**src/pint_pkg.sv**
```systemverilog
package pint_pkg;

    // Angle reduction works on Q.30 radians, wide enough for a Q8.24 angle times 64
    // plus the offset that makes negative angles positive.
    localparam int RED_W = 41;
    localparam int RED_SHIFTS = 5;
    localparam logic signed [RED_W-1:0] Q30_PI = 41'sd3373259426;
    localparam logic signed [RED_W-1:0] Q30_TWO_PI = 41'sd6746518852;
    localparam logic signed [RED_W-1:0] Q30_HALF_PI = 41'sd1686629713;
    localparam logic signed [RED_W-1:0] RED_OFFSET = Q30_TWO_PI <<< RED_SHIFTS;

    // CORDIC datapath, Q6.30.
    localparam int CORDIC_W = 36;
    localparam logic signed [CORDIC_W-1:0] CORDIC_K = 36'sh026DD3B6A;
    localparam int SINE_W = 33;
    localparam int ATAN_IDX_W = 6;

    function automatic logic [31:0] f_atan(input logic [ATAN_IDX_W-1:0] idx);
        logic [31:0] v;
        case (idx)
            6'd0:  v = 32'h3243F6A8;
            6'd1:  v = 32'h1DAC6705;
            6'd2:  v = 32'h0FADBAFC;
            6'd3:  v = 32'h07F56EA6;
            6'd4:  v = 32'h03FEAB76;
            6'd5:  v = 32'h01FFD55B;
            6'd6:  v = 32'h00FFFAAA;
            6'd7:  v = 32'h007FFF55;
            6'd8:  v = 32'h003FFFEA;
            6'd9:  v = 32'h001FFFFD;
            6'd10: v = 32'h000FFFFF;
            6'd11: v = 32'h0007FFFF;
            6'd12: v = 32'h0003FFFF;
            6'd13: v = 32'h0001FFFF;
            6'd14: v = 32'h0000FFFF;
            6'd15: v = 32'h00007FFF;
            6'd16: v = 32'h00003FFF;
            6'd17: v = 32'h00001FFF;
            6'd18: v = 32'h00000FFF;
            6'd19: v = 32'h000007FF;
            6'd20: v = 32'h000003FF;
            6'd21: v = 32'h000001FF;
            6'd22: v = 32'h000000FF;
            6'd23: v = 32'h0000007F;
            6'd24: v = 32'h0000003F;
            6'd25: v = 32'h0000001F;
            6'd26: v = 32'h0000000F;
            6'd27: v = 32'h00000008;
            6'd28: v = 32'h00000004;
            6'd29: v = 32'h00000002;
            6'd30: v = 32'h00000001;
            default: v = 32'h00000000;
        endcase
        return v;
    endfunction

endpackage

```
**src/pint_cordic.sv**
```systemverilog
module pint_cordic
    import pint_pkg::*;
#(
    parameter int CORDIC_STEPS = 24,
    parameter int ANGLE_W = 32
) (
    input  logic                      i_clk,
    input  logic                      i_rst_n,
    input  logic                      i_start,
    input  logic signed [ANGLE_W-1:0] i_angle,
    output logic                      o_done,
    output logic signed [SINE_W-1:0]  o_sine
);

    localparam int IT_W = $clog2(CORDIC_STEPS);

    typedef enum logic [3:0] {
        C_IDLE = 4'b0001,
        C_RED  = 4'b0010,
        C_FOLD = 4'b0100,
        C_ROT  = 4'b1000
    } t_cstate;

    t_cstate r_state, n_state;
    logic signed [RED_W-1:0]    r_z, n_z;
    logic signed [CORDIC_W-1:0] r_x, n_x, r_y, n_y;
    logic [2:0]                 r_k, n_k;
    logic [IT_W-1:0]            r_it, n_it;
    logic                       r_done, n_done;

    logic signed [RED_W-1:0]    w_pre;
    logic signed [RED_W-1:0]    w_mod;
    logic signed [RED_W-1:0]    w_cen;
    logic signed [RED_W-1:0]    w_atan;
    logic signed [CORDIC_W-1:0] w_dx, w_dy;
    logic                       w_last;

    assign w_pre  = (RED_W'(i_angle) <<< 6) + Q30_PI;
    assign w_mod  = Q30_TWO_PI <<< r_k;
    assign w_cen  = r_z - Q30_PI;
    assign w_atan = RED_W'(f_atan(ATAN_IDX_W'(r_it)));
    assign w_dx   = r_y >>> r_it;
    assign w_dy   = r_x >>> r_it;
    assign w_last = (r_it == IT_W'(CORDIC_STEPS - 1));

    always_comb begin
        n_state = r_state;
        n_z     = r_z;
        n_x     = r_x;
        n_y     = r_y;
        n_k     = r_k;
        n_it    = r_it;
        n_done  = 1'b0;
        unique case (r_state)
            C_IDLE: begin
                if (i_start) begin
                    // Shift negative angles up by a whole number of turns first.
                    n_z     = w_pre[RED_W-1] ? w_pre + RED_OFFSET : w_pre;
                    n_k     = 3'(RED_SHIFTS);
                    n_state = C_RED;
                end
            end
            C_RED: begin
                if (r_z >= w_mod) begin
                    n_z = r_z - w_mod;
                end
                n_k = r_k - 3'd1;
                if (r_k == 3'd0) begin
                    n_state = C_FOLD;
                end
            end
            C_FOLD: begin
                // Fold into [-pi/2, pi/2] using sin(x) = sin(+-pi - x).
                if (w_cen > Q30_HALF_PI) begin
                    n_z = Q30_PI - w_cen;
                end else if (w_cen < -Q30_HALF_PI) begin
                    n_z = -Q30_PI - w_cen;
                end else begin
                    n_z = w_cen;
                end
                n_x     = CORDIC_K;
                n_y     = '0;
                n_it    = '0;
                n_state = C_ROT;
            end
            C_ROT: begin
                if (!r_z[RED_W-1]) begin
                    n_x = r_x - w_dx;
                    n_y = r_y + w_dy;
                    n_z = r_z - w_atan;
                end else begin
                    n_x = r_x + w_dx;
                    n_y = r_y - w_dy;
                    n_z = r_z + w_atan;
                end
                n_it = r_it + IT_W'(1);
                if (w_last) begin
                    n_done  = 1'b1;
                    n_state = C_IDLE;
                end
            end
            default: n_state = C_IDLE;
        endcase
    end

    always_ff @(posedge i_clk) begin
        if (!i_rst_n) begin
            r_state <= C_IDLE;
            r_done  <= 1'b0;
            r_k     <= '0;
            r_it    <= '0;
        end else begin
            r_state <= n_state;
            r_done  <= n_done;
            r_k     <= n_k;
            r_it    <= n_it;
        end
    end

    always_ff @(posedge i_clk) begin
        r_z <= n_z;
        r_x <= n_x;
        r_y <= n_y;
    end

    assign o_done = r_done;
    assign o_sine = r_y[SINE_W-1:0];

endmodule
```
**config.mk**
```make
export PLATFORM = sky130hd
export DESIGN_NAME = pint_cordic
export DESIGN_NICKNAME = d
export VERILOG_FILES = /design/src/pint_pkg.sv /design/src/pint_cordic.sv
export SDC_FILE = /design/constraint.sdc
export NUM_CORES = 1
export LEC_CHECK = 0
export ABC_CLOCK_PERIOD_IN_PS = 13100
export BUFFER_PORTS_ARGS = -buffer_cell sky130_fd_sc_hd__buf_2
export CORE_AREA = 2 2 228 230
export DETAILED_ROUTE_END_ITERATION = 7
export DIE_AREA = 0 0 230 232
export GPL_TIMING_DRIVEN = 0
export PLACE_DENSITY = 0.66
export SLEW_MARGIN = 20
export SYNTH_ARGS = -nofsm -noshare
export SYNTH_HDL_FRONTEND = slang
export SYNTH_SLANG_ARGS = --single-unit
export TNS_END_PERCENT = 100
```
**constraint.sdc**
```tcl
create_clock -name i_clk -period 13.1 [get_ports i_clk]
set_input_delay 1.965 -clock i_clk [delete_from_list [all_inputs] [get_ports i_clk]]
set_output_delay 1.965 -clock i_clk [all_outputs]
set_load 0.05 [all_outputs]
```
---- Yosys cells after proc, flatten, opt, wreduce, memory -nomap -nowiden ----
Memories as Yosys holds them, arrays and structs flattened. A register that Yosys moved wholly into a read port is not among the register bits.
Cells that the tools add are included.
word-level totals
  register bits after elaboration ......... 126
  latch bits .............................. 0
  memory bits (writable) .................. 0
  memory bits (read-only) ................. 960
  input port bits ......................... 35
  word-level logic and storage cells ...... 66
  memories kept ........................... 1
operators by class
  add/sub/neg operators ................... 14
  multipliers ............................. 0
  divide/modulo/power cells ............... 0
  $lt $le $gt $ge ......................... 3
  equality and inequality tests ........... 9
  shift operators ......................... 3
  mux-type cells .......................... 21
  bitwise operators ....................... 0
  reduce and logical (&&, ||, !) cells .... 8
memories
  name              depth  bits a word  rd ports  clocked after Yosys merged registers in  write ports  RTL line        text
  (name not given)  32     30           1         1                                        0            pint_pkg.sv:20  case (idx)
operators by type and width
  kind                                                           number
  two-way mux 41 bit                                             6
  case mux 41 bit (4 select lines)                               1
  case mux 36 bit (2 select lines)                               2
  subtractor 33 x 41 -> 41 bit (first input constant)            2
  adder 36 bit                                                   2
  two-way mux 36 bit                                             2
  >>> shifter 36 x 5 -> 36 bit                                   2
  subtractor 36 bit                                              2
  adder 41 x 33 -> 41 bit                                        1
  greater-or-equal comparator 41 bit                             1
  > comparator 41 x 32 -> 1 bit (second input constant)          1
  less-than comparator 41 x 32 -> 1 bit (second input constant)  1
  <<< shifter 34 x 3 -> 41 bit (first input constant)            1
  subtractor 41 x 33 -> 41 bit                                   1
  subtractor 41 x 33 -> 41 bit (second input constant)           1
  subtractor 41 bit                                              1
  adder 39 x 39 -> 40 bit (second input constant)                1
  adder 38 x 33 -> 39 bit (second input constant)                1
  case mux 4 bit (4 select lines)                                1
  two-way mux 4 bit                                              3
  two-way mux 5 bit                                              2
  case mux 5 bit (2 select lines)                                1
  inequality test 2 bit (second input constant)                  4
  case mux 3 bit (2 select lines)                                1
  14 further kinds                                               17

---- Depth between registers and ports, before layout ----
  depth after elaboration ................. 5
  depth in mapped cells ................... 30
  depth with buffers taken out ............ 25

---- Worst setup path after synthesis ----
No wires, ideal clock.
  path type ............................... reg-to-reg
  from .................................... reg r_k[1]
  to ...................................... reg r_z[0] (enable)
  setup time .............................. 0.301 ns
  data arrival time ....................... 6.663 ns
  data required time ...................... 12.799 ns
  path slack .............................. 6.136 ns
  cell stages (with the launch flop) ...... 18
  period minus slack after synthesis ...... 6.964 ns
  cells stage by stage .................... dfxtp_1 -> inv_1 -> ha_1 -> or2_2 -> nand2_1 -> ha_1 -> and3_1 -> and3_1 -> nand3_1 -> a211oi_1 -> o41ai_1 -> a21oi_1 -> a21oi_1 -> o21bai_1 -> a221oi_1 -> o221a_2 -> a211oi_1 -> o21a_1
between the ends
  word-level cells in the longest chain between the ends .. 4
ends and longest elaborated chain
  item                                RTL line            text
  start, declared                     pint_cordic.sv:27   logic [2:0] r_k, n_k;
  start signal, assigned              pint_cordic.sv:115  r_k <= n_k;
  <<< shifter 34 x 3 -> 41 bit        pint_cordic.sv:39   assign w_mod = Q30_TWO_PI <<< r_k;
  greater-or-equal comparator 41 bit  pint_cordic.sv:64   if (r_z >= w_mod) begin
  inequality test 2 bit (no line)     --
  AND reduction 3 bit (no line)       --
  end signal, assigned                pint_cordic.sv:121  r_z <= n_z;
  end, declared                       pint_cordic.sv:25   logic signed [RED_W-1:0] r_z, n_z;
Every way passes these cells.
A chain may end at the register's enable or synchronous reset.

---- Worst setup path after layout ----
  from .................................... reg r_it[4]
  to ...................................... reg r_y[35] (data pin)
between the ends
  word-level cells in the longest chain between the ends .. 4
  elaborated cells between the ends (all ways) .. 5
  classes of those cells .................. add/sub (2); shift (1); mux (2)
ends and longest elaborated chain
  item                                                      RTL line                              text
  start, declared                                           pint_cordic.sv:28                     logic [IT_W-1:0] r_it, n_it;
  start signal, assigned                                    pint_cordic.sv:116                    r_it <= n_it;
  >>> shifter 36 x 5 -> 36 bit (*)                          pint_cordic.sv:43                     assign w_dy = r_x >>> r_it;
  adder 36 bit / subtractor 36 bit (equally long branches)  pint_cordic.sv:89, pint_cordic.sv:93
  two-way mux 36 bit (*)                                    pint_cordic.sv:87                     if (!r_z[RED_W-1]) begin
  case mux 36 bit (2 select lines) (*)                      pint_cordic.sv:54                     unique case (r_state)
  end signal, assigned                                      pint_cordic.sv:123                    r_y <= n_y;
  end, declared                                             pint_cordic.sv:26                     logic signed [CORDIC_W-1:0] r_x, n_x, r_y, n_y;
Mark *: on every way between the ends. The rest lies on a longest branch, timed or not.

==> results.md <==
- Post-synthesis simple-gate area fraction: 0.199
- Count of clock tree sinks: approximately 160
- Hold Path Depth: 2
- Die Height: 232 um
- CTS Buf Count: 17
- Number of nets still failing antenna checks after routing: 0
- Die ar.: 53,400 um^2
- Clock Path Buffers: 2
- Share of layout cells above drive strength 1: 0.105
- Worst reg2reg path startpoint: r_it[4]$_SDFFE_PN0N_
- Startpoint class of the critical path: flop
- Required time at the endpoint of the critical path: around 13 ns
- Overall die width: 230 um
- Proportion of register bits with asynchronous set or reset after synthesis: 0
- Delay of the slowest cell on the worst path: just under 0.7 ns
- Flip-flop and latch count after synthesis: 156
- Clock H-tree levels: 4
- Setup crit end kind: flop
- First drt pass iteration count: 6
- Arithmetic-cell share of the synthesized area counting full adders, half adders and majority gates: 0.0904
- Clock insertion delay at the later pin of the skew report: 0.50 ns
- Routed length per placed instance: 26.4 um
- Via count of the first global-routing pass: 24,214
- Period Utilization, post-route: 0.754
- Number of violations reported at the end of detailed-routing iteration 0: around 4,000
- Cell types with the largest area share after synthesis: edfxtp_1 (13%), mux4_2 (9.1%), ha_1 (8.8%), xnor2_1 (6.6%), a21oi_1 (5.5%)
- Setup repair after global routing missed its margin: false
- Sequential share of the synthesized area: 0.169
- Placer's final routability congestion estimate: 1.04
- Leak: between 10 and 15 nW
- Result of the run: completed
- Net count after synthesis: approximately 3,400
- Area growth from synthesis to final layout: 7.43%
- Via count: between 20,000 and 30,000
- Vias per inst: approximately 6.9
- Maxcap violations: 0
- Number of instances in the synthesized netlist: 3,144
- Most used DFF post-synth: edfxtp_1
- Layout Skew: 0.0162 ns
- Critical Path Slowest Stage Cell: clkbuf_1
- Pwr Total: roughly 6.8 mW
- Clock transition at the registers of the reported paths: about 0.08 ns
- Number of synthesized flops with an enable pin: around 110
- Transition time at the pin with the least slew margin: 1.27 ns
- Num ports: 69
- Leading area contributor after synthesis: edfxtp_1
- Largest net degree at the start of global routing: 46
- First-pass GRT wire length: 153,000 um
- Xor/xnor cell area share of the yosys netlist: 0.113
- Area fraction of the dominant cell type after synthesis: 0.135
- Worst IR Drop VDD: 0.154 mV
- Setup slack, reg-to-reg: 3.22 ns
- Total Negative Setup Slacks: 0 ns
- Fraction of the mapped netlist area in compound gates: 0.259
- Worst-path fanout max: 10
- Gr ovfl total: 0
- Worst hold path startpoint: r_state[2]$_SDFFE_PN0P_
- End of the worst register-to-register path: r_y[35]$_SDFFCE_PN0N_
- FILL cells: 4,934
- Total setup violations reported at the end of the flow: 0
- Area occupied by registers: about 4300 um^2
- Number of distinct library cell variants in the gate-level netlist after synthesis: 97
- Number of design rule violations left after detail routing: 0
- Register-to-Register Path Depth: 27
- Setup Buffers After CTS: 0
- Antenna violations before repair: 2
- Number of nets in the finished design: 3,447
- Peak clock frequency supported by timing: 101 MHz
- Starting Density: 0.494
- Post-CTS sizing: 0
- Multi-input logic area: 19,700 um^2
- Max-slew violation count: 0
- Count of warnings emitted by yosys: 0
- Global-route usage over all layers: 0.377
- Post-Syn Area per Cell: 8.00 um^2
- Most common cell on crit path: clkbuf_1
- WS Path Type: flop to flop
- Standard-cell row count: 83
- TritonCTS clock tree: done
- Final WL: 104,000 um
- Worst hold-check path type: flop to flop
- Final min period: around 9.9 ns
- Number of buffers added on ports: 64
- Hold Violations, Final: 0
- Main combinational cell family by area after synthesis: compound AO/OA/AOI/OAI gates
- Placeable core area: roughly 51,000 um^2
- Post-Syn Area: around 25,000 um^2
- Endpoint arrival time on the critical path: 10.09 ns
- Root Buffer: clkbuf_16
- Portion of netlist area occupied by mux cells: 0.119
- Hold Crit Endpoint: r_state[2]$_SDFFE_PN0P_
- CTS hold repair buffers: 0
- Relative slew slack: 0.150
- Final HPWL from detailed placement: 81,600 um
- Cell area power density: 251 nW/um^2
logic make-up after synthesis:
family | count (synthesis)
mux | 168
buf+inv | 289
xor+xnor | 325
fa+ha+maj | 180
simple gates | 1032
compound gates | 994
flops | 156
worst max-delay path: cells and delay by family (launching register included):
family,cells,cell delay (ns)
flops,1,0.33
xor+xnor,2,0.33
buf+inv,8,4.54
compound gates,11,2.48
fa+ha+maj,2,0.57
simple gates,4,1.32
metrics by stage:
stage	instances	hold slack, ns	util	instance area, um^2	worst slack (ns)
global placement	3888	0.569	0.518	26300	3.22
global route	3925	0.651	0.531	27000	3.08
CTS	3925	0.601	0.531	27000	3.64
floorplan	3144	0.525	-	25200	6.14
detailed placement	3893	0.581	0.519	26400	3.73
finish	3926	0.606	0.531	27000	3.22
final cells by class:
| cell class | count | share of cell area |
|---|---|---|
| diodes | 1 | 0.0000926 |
| plain buffers | 197 | 0.0344 |
| clock buffers | 18 | 0.0167 |
| clock inverters | 14 | 0.00542 |
| inverters | 92 | 0.0129 |
| multi-input cells | 2699 | 0.727 |
| flip-flops and latches | 156 | 0.157 |
| well taps | 680 | 0.0315 |
| repair buffers | 69 | 0.0143 |
cell usage in the layout, fill, tap and decap left out, drive strengths merged, types with 27 or more instances in the layout:
cell type,instances
edfxtp,113
o211ai,27
or3,30
clkbuf,144
dfxtp,43
xnor2,189
nand2b,46
buf,140
a211oi,40
ha,177
mux2i,41
nand2,260
xor2,136
nand3,71
mux4,102
inv,99
o22ai,37
and2,41
a31oi,47
and3,36
nor2b,30
o21ai,210
o21a,36
nor3,81
nor2,303
a21o,81
a21oi,278
sequential cells by signal, indices dropped and copies added (netlist names):
name     count
r_y         36
r_state      4
r_z         41
w_atan      30
r_it         5
r_x         36
o_done       1
r_k          3
cells in the mapped netlist, types with 37 or more instances:
cell type / n
a211oi_1: 39
a31oi_1: 46
dfxtp_1: 43
nor3_1: 81
buf_4: 37
xor2_1: 136
a21oi_1: 278
nand2_1: 260
and2_1: 40
nor2_1: 303
nand2b_1: 46
mux2i_1: 41
inv_1: 88
xnor2_1: 189
mux4_2: 102
clkbuf_1: 126
a21o_1: 81
edfxtp_1: 113
o21ai_0: 200
nand3_1: 71
ha_1: 177
power by group:
group / switching [mW] / internal [mW] / total, mW
Clock: 0.248 / 0.279 / 0.527
Sequential: 0.254 / 0.667 / 0.921
Combinational: 3.33 / 2.00 / 5.33
worst max path at each step:
stage	startpoint	end	slack, ns	cells past startpoint
6_report	r_it[4]$_SDFFE_PN0N_	r_y[35]$_SDFFCE_PN0N_	3.22	27
5_1_grt	r_it[4]$_SDFFE_PN0N_	r_y[35]$_SDFFCE_PN0N_	3.08	27
4_1_cts	r_it[4]$_SDFFE_PN0N_	r_y[35]$_SDFFCE_PN0N_	3.64	27
3_5_place_dp	r_it[4]$_SDFFE_PN0N_	r_y[35]$_SDFFCE_PN0N_	3.73	27
3_3_place_gp	r_state[2]$_SDFFE_PN0P_	r_z[0]$_DFFE_PP_	3.22	7
2_1_floorplan	r_k[1]$_SDFFE_PN0P_	r_z[0]$_DFFE_PP_	6.14	17
per-layer routing:
metal,track usage,part of all wire,vias up
met1,0.547,0.43,13102
met2,0.543,0.41,1750
li1,-,-,12004
met4,0.131,0.033,2
met5,0,0.000097,-
met3,0.0903,0.12,202
Note: power is estimated with default switching activity, not from simulation.
